[src/design/att_pkg.sv]
// Shared types and constants for the allocation tracking table.
`default_nettype none
package att_pkg;

  localparam int TABLE_DEPTH = 256;
  localparam int ADDR_BITS   = 48;
  localparam int SLOT_W      = (TABLE_DEPTH > 1) ? $clog2(TABLE_DEPTH) : 1;

  localparam logic [47:0] ADDR_MASK =
    (ADDR_BITS >= 48) ? 48'hFFFF_FFFF_FFFF : 48'((64'd1 << ADDR_BITS) - 64'd1);

  localparam logic [47:0] BYTES_MAX = 48'hFFFF_FFFF_FFFF;

  localparam logic FUNC_ALLOC = 1'b0;
  localparam logic FUNC_FREE  = 1'b1;

  localparam logic [1:0] STATUS_OK        = 2'd0;
  localparam logic [1:0] STATUS_NULL      = 2'd1;
  localparam logic [1:0] STATUS_FULL      = 2'd2;
  localparam logic [1:0] STATUS_NOT_FOUND = 2'd3;

  localparam logic [8:0] SLOTS_RESET   = 9'd256;
  localparam logic       REG_SLOTS_SEL = 1'b0;

  typedef struct packed {
    logic        func;
    logic [47:0] address;
    logic [31:0] block_size;
  } request_t;

  typedef struct packed {
    logic [1:0]  status;
    logic [7:0]  slot;
    logic [31:0] entry_id;
    logic [31:0] freed_size;
    logic [47:0] active_bytes_now;
    logic [47:0] peak_bytes_now;
    logic [31:0] allocs_so_far;
  } result_t;

  // Search wave handed from cell to cell. Size and id carry the request
  // values on the way in and the freed slot's values once a free has hit.
  typedef struct packed {
    logic              live;
    logic              func;
    logic              found;
    logic [SLOT_W-1:0] slot;
    logic [47:0]       address;
    logic [31:0]       size;
    logic [31:0]       id;
  } carry_t;

endpackage
`default_nettype wire

[src/design/att_cell.sv]
// One table slot: holds an entry and checks the passing search wave against it.
`default_nettype none
module att_cell (
  input  logic                     clk,
  input  logic                     rst,
  input  logic                     enable,
  input  logic [att_pkg::SLOT_W-1:0] index,
  input  att_pkg::carry_t          carry_in,
  output att_pkg::carry_t          carry_out
);
  import att_pkg::*;

  logic        valid;
  logic [47:0] addr;
  logic [31:0] size;
  logic [31:0] id;
  logic        hit;
  carry_t      carry_next;

  always_comb begin
    hit = carry_in.live && !carry_in.found && enable &&
          ((carry_in.func == FUNC_ALLOC) ? !valid
                                         : (valid && (addr == carry_in.address)));
    carry_next = carry_in;
    if (hit) begin
      carry_next.found = 1'b1;
      carry_next.slot  = index;
      if (carry_in.func == FUNC_FREE) begin
        carry_next.size = size;
        carry_next.id   = id;
      end
    end
  end

  always_ff @(posedge clk) begin
    if (rst) begin
      valid     <= 1'b0;
      carry_out <= '0;
    end else begin
      carry_out <= carry_next;
      if (hit) begin
        valid <= (carry_in.func == FUNC_ALLOC);
      end
    end
  end

  always_ff @(posedge clk) begin
    if (hit && (carry_in.func == FUNC_ALLOC)) begin
      addr <= carry_in.address;
      size <= carry_in.size;
      id   <= carry_in.id;
    end
  end

endmodule
`default_nettype wire
[config.mk]
export PLATFORM = sky130hd
export DESIGN_NAME = att_cell
export DESIGN_NICKNAME = d
export VERILOG_FILES = /design/src/design/att_pkg.sv /design/src/design/att_cell.sv
export SDC_FILE = /design/constraint.sdc
export NUM_CORES = 1
export LEC_CHECK = 0
export BUFFER_PORTS_ARGS = -buffer_cell sky130_fd_sc_hd__buf_2
export CAP_MARGIN = 30
export CORE_ASPECT_RATIO = 1.4
export CORE_MARGIN = 2
export CORE_UTILIZATION = 50
export CTS_BUF_LIST = sky130_fd_sc_hd__clkbuf_16
export DETAILED_ROUTE_END_ITERATION = 8
export PLACE_DENSITY = 0.76
export SLEW_MARGIN = 20
export SYNTH_ARGS = -nofsm -noshare
export SYNTH_HDL_FRONTEND = slang
export SYNTH_SLANG_ARGS = --single-unit
[constraint.sdc]
create_clock -name clk -period 7.5 [get_ports clk]
set_input_delay 0.375 -clock clk [delete_from_list [all_inputs] [get_ports clk]]
set_output_delay 0.375 -clock clk [all_outputs]
set_load 0.02 [all_outputs]
# Word level (Yosys, flattened, before mapping)

Index checks and enable logic that the tools add are counted.
Widths: inputs -> output; s select.

Register bits: 236

Eq/ne operators: 1
Muxes and demuxes: 4
Bitwise logic cells: 1
Reduce and logical (&&, ||, !) cells: 7

Operator list:

| operator          | count |
|---|---|
| $mux 64           | 2 |
| $eq 48x48->1      | 1 |
| $mux 9            | 1 |
| $logic_and 1x1->1 | 5 |
| $logic_not 1->1   | 2 |
| $mux 1            | 1 |
| $not 1->1         | 1 |

# Depth between registers and ports, before layout

Gate-level depths: netlist (run 1).

Depth in word-level cells: 5
Gate-level depth with buffers: 8

# Worst setup path after synthesis (run 1)

Ideal clock, no wire load.

Path kind: input-to-reg
Start point: input carry_in[120] (netlist name)
End point: register carry_out[112] (netlist name)
Data arrival time: 5808 ps
Setup slack: 1568 ps
Stages: 6
Path buffers: 1
Path through: clkinv_1 o2111ai_1 nor2_1 nor2b_1 buf_2 mux2i_1

Longest elaborated chain between the ends: 5

RTL lines:

| what                            | RTL line       | text |
|---|---|---|
| from (decl)                     | att_cell.sv:8  | `input att_pkg::carry_t carry_in,` |
| $logic_not 1->1                 | att_cell.sv:21 | `hit = carry_in.live && !carry_in.found && enable &&` |
| $logic_and 1x1->1 (3 in series) | att_cell.sv:21 |  |
| $mux 9                          | att_cell.sv:25 | `if (hit) begin` |
| to (signal assigned)            | att_cell.sv:40 | `carry_out <= carry_next;` |
| to (decl)                       | att_cell.sv:9  | `output att_pkg::carry_t carry_out` |

No other way between the ends.
A chain may end at the register's enable or synchronous reset.

# Final worst setup path (run 1)

Start point: register addr[39]
End point: register carry_out[43] (netlist name)

Longest elaborated chain between the ends: 5

RTL lines:

| what                   | RTL line       | text |
|---|---|---|
| from (decl)            | att_cell.sv:14 | `logic [47:0] addr;` |
| from (signal assigned) | att_cell.sv:49 | `addr <= carry_in.address;` |
| $eq 48x48->1           | att_cell.sv:23 | `: (valid && (addr == carry_in.address)));` |
| $logic_and 1x1->1      | att_cell.sv:23 |  |
| $mux 1                 | att_cell.sv:22 | `((carry_in.func == FUNC_ALLOC) ? !valid` |
| $logic_and 1x1->1      | att_cell.sv:21 |  |
| $mux 64                | att_cell.sv:25 |  |

No other way between the ends.

==> out/results.md, run 1 <==
| Parameter | This run | Unit |
|:---|:---|:---|
| Outcome | finished, final reports clean | - |
| Period minus WS final | 2.55 | ns |
| Post-synthesis cell area | 7910 | µm² |
| Critical path type | reg2reg | - |
| Post-synth net total | 667 | - |
| Gr ovfl total | 0 | - |
| Path class of the lowest-slack min-delay path | in2reg | - |
| Area of the placeable core | 15500 | µm² |
| Post-synth ARST share | 0 | - |
| Total wire length | 16.9 | mm |
| Global-route wire length before repair | 26.0 | mm |
| Total of cells resized after clock tree synthesis | 0 | - |
| Distinct cell type count after synthesis | 19 | - |
| Vertical die dimension | 153 | µm |
| Count of mapped cells out of synthesis | 533 | - |
| Starting density of the core | 0.509 | - |
| Complex-gate fraction of the synthesized area | 0.00237 | - |
| Worst Path Max Fanout | 43 | - |
| Number of global-route vias before repair | 5087 | - |
| Post-detailed-route count of antenna-violating nets | 0 | - |
| Share of post-route cells with drive strength above 1 | 0.362 | - |
| Leakage | 4.67 | nW |
| Sequential-to-total area share from yosys stat | 0.739 | - |
| Number of max-cap violations | 0 | - |
| Die Area | 16900 | µm² |
| Leading area contributor after synthesis | sky130_fd_sc_hd__edfxtp_1 | - |
| Maximum number of pins on one net before global-route repair | 68 | - |
| Arrival time of the worst setup path | 2.89 | ns |
| CTS Buffer Depth | 3 | - |
| Critical path data required time | 7.85 | ns |
| Multiplexer fraction of the synthesized cell area | 0.0911 | - |
| Number of cell rows | 54 | - |
| Final-report setup violation count | 0 | - |
| Synth area leaders | sky130_fd_sc_hd__edfxtp_1 (43%), sky130_fd_sc_hd__dfxtp_1 (31%), sky130_fd_sc_hd__mux2i_1 (9.1%) | - |
| Clk slew on worst S/H paths | 0.07 | ns |
| Length of the first detailed-routing pass in iterations | 4 | - |
| Vias/cell | 4.88 | - |
| Post-CTS Repair Setup Buffers | 0 | - |
| Power density over the cells | 264 | nW/µm² |
| Post-Synthesis Mean Instance Area | 14.8 | µm² |
| Worst slew pin tran | 0.824 | ns |
| Clock root buffer | sky130_fd_sc_hd__clkbuf_16 | - |
| Pwr Total | 0.00266 | W |
| Timing-limited maximum frequency | 0.393 | GHz |
| Number of warnings printed during yosys synthesis | 0 | - |
| Type of origin of the critical path | flip-flop | - |
| Startpoint of the worst register-to-register path | addr[39] | - |
| Slew Limit Headroom | 0.451 | - |
| Main combinational cell family by area after synthesis | simple AND/OR/NAND/NOR gates | - |
| Startpoint of the worst setup timing path | addr[39] | - |
| H-tree levels | 1 | - |
| Quantity of I/O buffers inserted on ports | 256 | - |
| Final #Nets | 931 | - |
| Number of buffers created by CTS | 22 | - |
| Synth Area in Adders | 0 | - |
| Insertion delay to the later sink of the worst-skew pair | 0.49 | ns |
| Unrepaired setup endpoints after global routing | false | - |
| Total global routing track utilization | 0.197 | - |
| Final Hold Fails | 0 | - |
| Weighted congestion at the end of routability-driven global placement | 0.805 | - |
| Routed len/inst | 16.7 | µm |
| Initial drt markers | 330 | - |
| Final Max Slew Viols | 0 | - |
| Setup TNS after final layout | 0 | ns |
| Half-perimeter wire length of the detailed placement result | 11.9 | mm |
| Flip-flop cell with the highest count after synthesis | sky130_fd_sc_hd__dfxtp_1 | - |
| Most numerous cell types in the synthesized netlist | sky130_fd_sc_hd__dfxtp_1 (124), sky130_fd_sc_hd__edfxtp_1 (112), sky130_fd_sc_hd__mux2i_1 (72) | - |
| Final worst-path cycle share | 0.340 | - |
| Most common cell in the netlist | sky130_fd_sc_hd__dfxtp_1 | - |
| Ports placed on the boundary | 257 | - |
| Clk sinks | 236 | - |
| Max Clock Skew | 0.00880 | ns |
| Hold bufs inserted after CTS | 0 | - |
| Launch instance of the worst min-delay path | carry_in[48] | - |
| Via count | 4929 | - |
| Portion of synthesized cell area occupied by the leading cell type | 0.425 | - |
| Maximum ir drop on the vdd rail | 0.000195 | V |
| Xor and xnor area share after synthesis | 0.0532 | - |
| Setup crit end kind | flip-flop | - |
| Signed area change from the synthesized netlist to the final layout | 27.3 | % |
| Synth Area in Simple Gates | 0.0975 | - |
| Number of flops mapped to enable cells by yosys | 112 | - |
| Clock tree from TritonCTS | done | - |
| Horiz. Die Dim | 110 | µm |
| FF+latch count, synth | 236 | - |
| Antenna violations before repair | 2 | - |
| Remaining DRCs | 0 | - |
-- layout make-up --
cell class,instances,area (µm²)
timing repair buffer,262,1350
sequential,236,5850
fill,1145,5470
tap,196,245
clock inverter,17,100
clock buffer,23,576
inverter,2,7.51
multi-input combinational,273,1940
antenna,2,5.00
-- worst max-delay path: stages (launching register included) --
cell,delay [ns]
sky130_fd_sc_hd__edfxtp_1,0.38
sky130_fd_sc_hd__xnor2_1,0.16
sky130_fd_sc_hd__nand4_1,0.16
sky130_fd_sc_hd__nor4_1,0.63
sky130_fd_sc_hd__nand4_1,0.17
sky130_fd_sc_hd__buf_4,0.31
sky130_fd_sc_hd__buf_16,0.26
sky130_fd_sc_hd__mux2i_1,0.21
sky130_fd_sc_hd__nor2_1,0.07
-- power breakdown --
part / switching, W / internal [W] / total [W]
Sequential: 0.0000130 / 0.00140 / 0.00141
Combinational: 0.000123 / 0.0000816 / 0.000204
Clock: 0.000453 / 0.000588 / 0.00104
Total: 0.000589 / 0.00207 / 0.00266
-- metal layers --
layer / wire length (µm) / global-route usage / vias to the layer above
li1: - / - / 2365
met1: 6340 / 0.225 / 2310
met2: 8440 / 0.343 / 220
met3: 1660 / 0.0607 / 34
met4: 449 / 0.0643 / 0
met5: 0 / 0 / -
-- metrics by stage --
step / utilization / setup WS (ns) / hold slack [ns] / cell area [µm²] / cells
6_report: 0.648 / 4.95 / 0.0701 / 10100 / 1011
5_1_grt: 0.648 / 4.81 / 0.0478 / 10100 / 1011
4_1_cts: 0.647 / 4.95 / 0.0474 / 10100 / 1009
3_5_place_dp: 0.604 / 4.82 / 0.470 / 9390 / 969
3_3_place_gp: 0.602 / 4.30 / 0.463 / 9350 / 967
2_1_floorplan: - / 1.57 / 0.453 / 7910 / 533
-- cell usage in the layout, fill, tap and decap left out --
cell type,Yosys,layout
sky130_fd_sc_hd__nand3_1,1,1
sky130_fd_sc_hd__clkinv_1,1,6
sky130_fd_sc_hd__nor3_1,1,1
sky130_fd_sc_hd__mux2i_1,72,72
sky130_fd_sc_hd__dfxtp_1,124,124
sky130_fd_sc_hd__xor2_1,1,1
sky130_fd_sc_hd__nor2_4,0,1
sky130_fd_sc_hd__nand4_1,12,12
sky130_fd_sc_hd__a21oi_1,2,2
sky130_fd_sc_hd__buf_16,0,1
sky130_fd_sc_hd__clkinv_2,0,5
sky130_fd_sc_hd__nor2b_1,51,51
sky130_fd_sc_hd__diode_2,0,2
sky130_fd_sc_hd__buf_2,3,255
sky130_fd_sc_hd__nor4_1,3,3
sky130_fd_sc_hd__clkinvlp_4,0,1
sky130_fd_sc_hd__inv_1,1,5
sky130_fd_sc_hd__bufinv_16,0,1
sky130_fd_sc_hd__inv_2,0,1
sky130_fd_sc_hd__xnor2_1,47,47
sky130_fd_sc_hd__nand2b_1,16,16
sky130_fd_sc_hd__edfxtp_1,112,112
sky130_fd_sc_hd__nor2_1,66,65
sky130_fd_sc_hd__clkbuf_16,0,23
sky130_fd_sc_hd__o2111ai_1,1,1
sky130_fd_sc_hd__buf_4,0,6
-- flip-flops by register name, indices dropped and copies added (netlist names) --
signal,cells
addr,48
carry_out,123
id,32
size,32
valid,1
-- cells by family after synthesis --
family,Yosys count
flip-flops,236
buffers and inverters,24
AND/OR/NAND/NOR,150
multiplexers,72
XOR/XNOR,48
AO/OA/AOI/OAI,3
-- final timing paths --
path / depth (start not counted) / slack [ns] / end
max: 8 / 4.95 / carry_out[43]
min: 1 / 0.07 / size[16]
max reg2reg: 8 / 4.95 / carry_out[43]
min reg2reg: 2 / 0.48 / carry_out[28]
Note: power is estimated with default switching activity, not from simulation.
==> run 2, diff against run 1 <==
- CORE_UTILIZATION: 50 -> 45
- PLACE_DENSITY: 0.76 -> 0.72
- clock period: 7.5 -> 2.3 ns (I/O delays scaled with it)
==> run 2 against run 1 <==
Compared with the run above: non-clock buffer count is 139 higher; via count is 13% higher; largest power group unchanged; design area is 16% higher; critical path type unchanged; global-route usage is 0.59 points higher; sequential share of layout area is 8.0 points lower; final cell count is 18% higher; count of clock-buffer cells in the layout is 1 higher; clock power grew to 3.5 times the previous value; power grew to 3.4 times the previous value.
==> out/results.md, run 2 (synthesis gave the netlist of run 1 again) <==
| Parameter | This run | Unit | Delta |
|:---|:---|:---|:---|
| Outcome | finished, final reports clean | - | unchanged |
| Slew Limit Headroom | 0.596 | - | was 0.451 |
| Critical Path, Cell by Cell | xnor2_1 > nand4_1 > nor4_4 > nand4_1 > clkbuf_16 > buf_4 > mux2i_1 > nor2_1 | - | was xnor2_1 > nand4_1 > nor4_1 > nand4_1 > buf_4 > buf_16 > mux2i_1 > nor2_1 |
| Final-report setup violation count | 0 | - | unchanged |
| Reg2reg setup slack | 0.12 | ns | was 4.95 ns |
| Initial drt markers | 243 | - | was 330 |
| Total wire length | 20.1 | mm | was 16.9 mm |
| Remaining DRCs | 0 | - | unchanged |
| Clock tree from TritonCTS | done | - | unchanged |
| Cell with the biggest individual delay on the critical path | sky130_fd_sc_hd__nor4_4 | - | was sky130_fd_sc_hd__nor4_1 |
| Clk slew on worst S/H paths | 0.06 | ns | was 0.07 ns |
| Critical path type | reg2reg | - | unchanged |
| Timing-limited maximum frequency | 0.458 | GHz | was 0.393 GHz |
| Quantity of I/O buffers inserted on ports | 256 | - | unchanged |
| Number of global-route vias before repair | 5911 | - | was 5087 |
| Hold slack | 0.0994 | ns | was 0.0701 ns |
| Path class of the lowest-slack min-delay path | in2reg | - | unchanged |
| Power density over the cells | 777 | nW/µm² | was 264 nW/µm² |
| Via count | 5592 | - | was 4929 |
| Global-route wire length before repair | 29.6 | mm | was 26.0 mm |
| Antenna violations before repair | 1 | - | was 2 |
| Biggest regs | carry_out x123, addr x48 | - | unchanged |
| Final Hold Fails | 0 | - | unchanged |
| Clock root buffer | sky130_fd_sc_hd__clkbuf_16 | - | unchanged |
| Final cell utilization of the core | 0.676 | - | was 0.648 |
| Routed len/inst | 16.9 | µm | was 16.7 µm |
| Clk sinks | 236 | - | unchanged |
| Arrival time of the worst setup path | 2.56 | ns | was 2.89 ns |
| Cell Area, Placed | 9490 | µm² | was 9390 µm² |
| Final Max Slew Viols | 0 | - | unchanged |
| Number of cell rows | 57 | - | was 54 |
| Horiz. Die Dim | 116 | µm | was 110 µm |
| Footprint of the multi-input gates | 1990 | µm² | was 1940 µm² |
| Highest-count cells in the layout ignoring fill and taps | sky130_fd_sc_hd__buf_2 (255), sky130_fd_sc_hd__dlygate4sd3_1 (131), sky130_fd_sc_hd__dfxtp_1 (123), sky130_fd_sc_hd__edfxtp_1 (112), sky130_fd_sc_hd__mux2i_1 (70) | - | was sky130_fd_sc_hd__buf_2 (255), sky130_fd_sc_hd__dfxtp_1 (124), sky130_fd_sc_hd__edfxtp_1 (112), sky130_fd_sc_hd__mux2i_1 (72), sky130_fd_sc_hd__nor2_1 (65) |
| Half-perimeter wire length of the detailed placement result | 12.1 | mm | was 11.9 mm |
| Gr ovfl total | 0 | - | unchanged |
| Signed area change from the synthesized netlist to the final layout | 47.5 | % | was 27.3% |
| Launch instance of the worst min-delay path | rst | - | was carry_in[48] |
| Weighted congestion at the end of routability-driven global placement | 0.774 | - | was 0.805 |
| Setup crit end kind | flip-flop | - | unchanged |
| Delay of the slowest cell on the worst path | 0.40 | ns | was 0.63 ns |
| Met3 Usage GRT | 0.0389 | - | was 0.0607 |
| Starting density of the core | 0.458 | - | was 0.509 |
| Length of the first detailed-routing pass in iterations | 4 | - | unchanged |
| Worst slew pin tran | 0.606 | ns | was 0.824 ns |
| Number of buffers created by CTS | 22 | - | unchanged |
| Vias/cell | 4.70 | - | was 4.88 |
| Die Area | 18700 | µm² | was 16900 µm² |
| Startpoint of the worst register-to-register path | addr[21] | - | was addr[39] |
| Area of the placeable core | 17300 | µm² | was 15500 µm² |
| Ports placed on the boundary | 257 | - | unchanged |
| FF+latch area | 5850 | µm² | about the same |
| Maximum ir drop on the vdd rail | 0.000637 | V | was 0.000195 V |
| H-tree levels | 1 | - | unchanged |
| Hold Path Sink | valid | - | was size[16] |
| GR Layer Usage met1 | 0.234 | - | was 0.225 |
| Commonest non-fill, non-tap cell in the layout | sky130_fd_sc_hd__buf_2 | - | unchanged |
| Max Clock Skew | 0.00747 | ns | was 0.00880 ns |
| Count of cells along the worst hold path | 2 | - | was 1 |
| Maximum number of pins on one net before global-route repair | 114 | - | was 68 |
| Met2 demand-to-capacity share in global routing | 0.369 | - | was 0.343 |
| Type of origin of the critical path | flip-flop | - | unchanged |
| Number of max-cap violations | 0 | - | unchanged |
| Pwr Total | 0.00907 | W | was 0.00266 W |
| Grt peak-use layer | met2 | - | unchanged |
| Final #Nets | 1070 | - | was 931 |
| Path depth of the worst reg2reg path | 8 | - | unchanged |
| Endpoint of the lowest-slack register-to-register path | carry_out[6] | - | was carry_out[43] |
| Worst Path Max Fanout | 6 | - | was 43 |
| Final instance area | 11700 | µm² | was 10100 µm² |
| Critical path data required time | 2.68 | ns | was 7.85 ns |
| Cell mode on critical path | sky130_fd_sc_hd__nand4_1 | - | unchanged |
| Period minus WS final | 2.18 | ns | was 2.55 ns |
| Final worst-path cycle share | 0.949 | - | was 0.340 |
| Total global routing track utilization | 0.202 | - | was 0.197 |
| CTS Buffer Depth | 3 | - | unchanged |
| Vertical die dimension | 161 | µm | was 153 µm |
| Count of fill cells added during filler insertion | 1204 | - | was 1145 |
| Leakage | 5.33 | nW | was 4.67 nW |
| Insertion delay to the later sink of the worst-skew pair | 0.49 | ns | about the same |
| Number of flip-flops under the largest register name | 123 | - | unchanged |
| Post-detailed-route count of antenna-violating nets | 0 | - | unchanged |
| Share of post-route cells with drive strength above 1 | 0.325 | - | was 0.362 |
| Register bank with the most flops | carry_out | - | unchanged |
==> run 2: changes by cell type in the layout (fill, tap and decap cells not counted), moves of 2 or more <==
cell	previous run	this run
sky130_fd_sc_hd__dlygate4sd3_1	0	131
sky130_fd_sc_hd__clkbuf_16	23	27
sky130_fd_sc_hd__clkinv_1	6	2
sky130_fd_sc_hd__buf_12	0	2
sky130_fd_sc_hd__buf_6	0	2
sky130_fd_sc_hd__inv_1	5	7
sky130_fd_sc_hd__mux2i_1	72	70
==> run 2: power breakdown <==
| group | leakage, nW | internal (W) | switching [W] |
|---|---|---|---|
| clock | 0.387 | 0.00210 | 0.00149 |
| sequential | 2.05 | 0.00455 | 0.0000447 |
| combinational | 2.89 | 0.000418 | 0.000455 |
==> run 2: layer usage <==
layer,part of all wire,up-vias
met2,0.51,240
met4,0.026,0
met3,0.060,42
met5,0,-
met1,0.40,2679
li1,-,2631
==> run 2: layout make-up <==
cell class              instances  share of cell area
flip-flops and latches        236               0.501
clock inverters                16              0.0104
repair buffers                401               0.240
diodes                          1            0.000215
well taps                     236              0.0253
multi-input cells             273               0.170
clock buffers                  24              0.0515
inverters                       2            0.000644
==> run 2: stage by stage <==
stage	setup slack [ns]	TNS, ns	std cells
after detailed placement	-0.337	-9.60	1011
after floorplan	-0.476	-41.32	533
after global routing	-0.0263	-0.270	1189
after global placement	-0.198	-11.78	1009
final	0.118	0	1189
after CTS	0.0138	0	1182
==> run 2: repair_timing <==
item                                   in CTS  in global routing
cloned                                      0                  3
gates resized for setup                     5                  6
endpoints found under the hold margin     235                  0
buffers inserted                            0                  3
hold buffers                              131                  0
pin swaps                                   1                  4
setup endpoints to repair                  66                 20
==> run 2: worst max-delay path by stage <==
stage / start / end / slack (ns) / cells past startpoint
detailed placement: addr[0] / carry_out[2] / -0.34 / 8
floorplan: valid / carry_out[112] / -0.48 / 6
CTS: addr[40] / carry_out[2] / 0.01 / 8
global route: addr[21] / carry_out[3] / -0.03 / 8
global placement: addr[0] / carry_out[46] / -0.20 / 7
finish: addr[21] / carry_out[6] / 0.12 / 8
==> run 2: critical path: cells and delay by family, from the launching register on <==
family | cells | cell delay [ns]
AND/OR/NAND/NOR | 4 | 0.90
multiplexers | 1 | 0.18
buffers and inverters | 2 | 0.42
XOR/XNOR | 1 | 0.18
flip-flops | 1 | 0.38
==> run 3, diff against run 2 <==
- GPL_TIMING_DRIVEN: not set -> 0
==> run 3 against run 2 <==
Compared with the run above: power is 1.0% lower; fmax fell by 1.8%; clock skew is 0.013 ns higher; worst setup slack worse by 0.040 ns; first-iteration DRC count rose by 28%; design area down 0.25%; worst hold slack lost 0.079 ns; critical path type unchanged; critical endpoint is now carry_out[55].
==> out/results.md, run 3 (synthesis gave the netlist of run 1 again) <==
| Parameter | This run | Unit | Delta |
|:---|:---|:---|:---|
| Setup TNS after final layout | 0 | ns | unchanged |
| Arrival time of the worst setup path | 2.58 | ns | was 2.56 ns |
| Number of global-route vias before repair | 6080 | - | was 5911 |
| Clock root buffer | sky130_fd_sc_hd__clkbuf_16 | - | unchanged |
| H-tree levels | 1 | - | unchanged |
| Vias/cell | 4.63 | - | was 4.70 |
| Final #Nets | 1082 | - | was 1070 |
| Total wire length | 20.1 | mm | about the same |
| Path depth of the worst reg2reg path | 8 | - | unchanged |
| Gr ovfl total | 0 | - | unchanged |
| Period minus WS final | 2.22 | ns | was 2.18 ns |
| Worst slack, placed | -0.109 | ns | was -0.337 ns |
| Length of the first detailed-routing pass in iterations | 4 | - | unchanged |
| Number of cell rows | 57 | - | unchanged |
| Delay of the slowest cell on the worst path | 0.39 | ns | was 0.40 ns |
| Starting density of the core | 0.458 | - | unchanged |
| Routed len/inst | 16.8 | µm | was 16.9 µm |
| Cell mode on critical path | sky130_fd_sc_hd__nand4_1 | - | unchanged |
| Maximum ir drop on the vdd rail | 0.000562 | V | was 0.000637 V |
| Number of max-cap violations | 0 | - | unchanged |
| Worst Path Max Fanout | 10 | - | was 6 |
| Signed area change from the synthesized netlist to the final layout | 47.2 | % | was 47.5% |
| Setup ws final | 0.0778 | ns | was 0.118 ns |
| Cell Area, Placed | 9600 | µm² | was 9490 µm² |
| Final Hold Fails | 0 | - | unchanged |
| Insertion delay to the later sink of the worst-skew pair | 0.50 | ns | was 0.49 ns |
| Antenna violations before repair | 1 | - | unchanged |
| Path class of the lowest-slack min-delay path | in2reg | - | unchanged |
| Ports placed on the boundary | 257 | - | unchanged |
| Biggest regs | carry_out x123, addr x48 | - | unchanged |
| Quantity of I/O buffers inserted on ports | 255 | - | was 256 |
| Highest-count cells in the layout ignoring fill and taps | sky130_fd_sc_hd__buf_2 (256), sky130_fd_sc_hd__dlygate4sd3_1 (132), sky130_fd_sc_hd__dfxtp_1 (123), sky130_fd_sc_hd__edfxtp_1 (112), sky130_fd_sc_hd__mux2i_1 (72) | - | was sky130_fd_sc_hd__buf_2 (255), sky130_fd_sc_hd__dlygate4sd3_1 (131), sky130_fd_sc_hd__dfxtp_1 (123), sky130_fd_sc_hd__edfxtp_1 (112), sky130_fd_sc_hd__mux2i_1 (70) |
| Launch instance of the worst min-delay path | rst | - | unchanged |
| Critical Path, Cell by Cell | xnor2_1 > nand4_1 > nor4_4 > nand4_1 > buf_4 > buf_6 > mux2i_1 > nor2_1 | - | was xnor2_1 > nand4_1 > nor4_4 > nand4_1 > clkbuf_16 > buf_4 > mux2i_1 > nor2_1 |
| Top Family by Delay on Critical Path | simple AND/OR/NAND/NOR gates | - | unchanged |
| Type of origin of the critical path | flip-flop | - | unchanged |
| Final instance area | 11600 | µm² | was 11700 µm² |
| Slew Limit Headroom | 0.492 | - | was 0.596 |
| Initial drt markers | 312 | - | was 243 |
| Number of buffers created by CTS | 22 | - | unchanged |
| Clk sinks | 236 | - | unchanged |
| Worst path bufs/invs | 2 | - | unchanged |
| Footprint of the multi-input gates | 1980 | µm² | was 1990 µm² |
| Clock tree from TritonCTS | done | - | unchanged |
| Total instance count after detailed placement | 1028 | - | was 1011 |
| Final-report setup violation count | 0 | - | unchanged |
| Max Clock Skew | 0.0207 | ns | was 0.00747 ns |
| CTS Buffer Depth | 3 | - | unchanged |
| Timing-limited maximum frequency | 0.450 | GHz | was 0.458 GHz |
| Unrepaired setup endpoints after global routing | false | - |  |
| Commonest non-fill, non-tap cell in the layout | sky130_fd_sc_hd__buf_2 | - | unchanged |
| Share of post-route cells with drive strength above 1 | 0.312 | - | was 0.325 |
| Vertical die dimension | 161 | µm | unchanged |
| Final Max Slew Viols | 0 | - | unchanged |
| Half-perimeter wire length of the detailed placement result | 12.7 | mm | was 12.1 mm |
| Leakage | 5.31 | nW | was 5.33 nW |
| Critical path data required time | 2.66 | ns | was 2.68 ns |
| Horiz. Die Dim | 116 | µm | unchanged |
| Count of cells along the worst hold path | 2 | - | unchanged |
| Area of the placeable core | 17300 | µm² | unchanged |
| Setup crit end kind | flip-flop | - | unchanged |
| Number of flip-flops under the largest register name | 123 | - | unchanged |
| Startpoint of the worst register-to-register path | addr[14] | - | was addr[21] |
| Die Area | 18700 | µm² | unchanged |
| Outcome | finished, final reports clean | - | unchanged |
| Total global routing track utilization | 0.214 | - | was 0.202 |
| Reg2reg setup slack | 0.08 | ns | was 0.12 ns |
| Cell Count, Final, Fillers Out | 1201 | - | was 1189 |
| Count of fill cells added during filler insertion | 1236 | - | was 1204 |
| Worst slew pin tran | 0.762 | ns | was 0.606 ns |
| Power density over the cells | 771 | nW/µm² | was 777 nW/µm² |
| Register bank with the most flops | carry_out | - | unchanged |
| Cell with the biggest individual delay on the critical path | sky130_fd_sc_hd__edfxtp_1 | - | was sky130_fd_sc_hd__nor4_4 |
| Critical path type | reg2reg | - | unchanged |
| Clk slew on worst S/H paths | 0.06 | ns | about the same |
| Weighted congestion at the end of routability-driven global placement | 0.786 | - | was 0.774 |
| Post-detailed-route count of antenna-violating nets | 0 | - | unchanged |
| Global-route wire length before repair | 31.0 | mm | was 29.6 mm |
| Endpoint of the lowest-slack register-to-register path | carry_out[55] | - | was carry_out[6] |
| Via count | 5566 | - | was 5592 |
| Remaining DRCs | 0 | - | unchanged |
| Maximum number of pins on one net before global-route repair | 28 | - | was 114 |
| FF+latch area | 5850 | µm² | unchanged |
| Hold Path Sink | carry_out[72] | - | was valid |
| Startpoint of the worst setup timing path | addr[14] | - | was addr[21] |
| Final worst-path cycle share | 0.966 | - | was 0.949 |
run 3: how the worst max path moves through the flow:
stage,cells after the start,to,slack (ns)
4_1_cts,8,carry_out[13],0.05
3_5_place_dp,8,carry_out[39],-0.11
6_report,8,carry_out[55],0.08
5_1_grt,8,carry_out[55],0.001
3_3_place_gp,6,carry_out[119],-1.50
2_1_floorplan,6,carry_out[112],-0.48
run 3: cell type report:
type                            count  area share
Sequential cell                   236       0.502
Timing Repair Buffer              391       0.231
Multi-Input combinational cell    273       0.170
Clock buffer                       23      0.0495
Tap cell                          236      0.0254
Buffer                             22      0.0111
Clock inverter                     17      0.0103
Inverter                            2    0.000645
Antenna cell                        1    0.000215
run 3: power breakdown:
group | internal, W | switching (W) | leakage, nW
logic | 0.000423 | 0.000462 | 2.88
registers | 0.00455 | 0.0000412 | 2.05
clock network | 0.00202 | 0.00148 | 0.376
total | 0.00700 | 0.00198 | 5.31
run 3: metal layers:
| metal | part of all wire | GRT usage | wire length (µm) | up-vias |
|---|---|---|---|---|
| met5 | 0 | 0 | 0 | - |
| met4 | 0.045 | 0.103 | 910 | 0 |
| met3 | 0.077 | 0.0528 | 1550 | 68 |
| met2 | 0.50 | 0.384 | 10100 | 255 |
| met1 | 0.38 | 0.232 | 7560 | 2580 |
| li1 | - | - | - | 2663 |
run 3: what timing repair did:
action | 4_1_cts | 5_1_grt
pin swaps | 0 | 1
endpoints found under the setup margin | 52 | 9
buffers inserted | 0 | 0
resized for setup | 3 | 1
hold endpoints to repair | 235 | 0
hold buffers | 132 | 0
run 3: through the flow:
| step | util | total power (W) | hold slack (ns) |
|---|---|---|---|
| floorplan | - | 0.00503 | 0.214 |
| global placement | 0.551 | 0.00536 | 0.307 |
| detailed placement | 0.556 | 0.00538 | 0.308 |
| CTS | 0.674 | 0.00905 | 0.0125 |
| global route | 0.674 | 0.00930 | 0.0492 |
| finish | 0.674 | 0.00898 | 0.0206 |
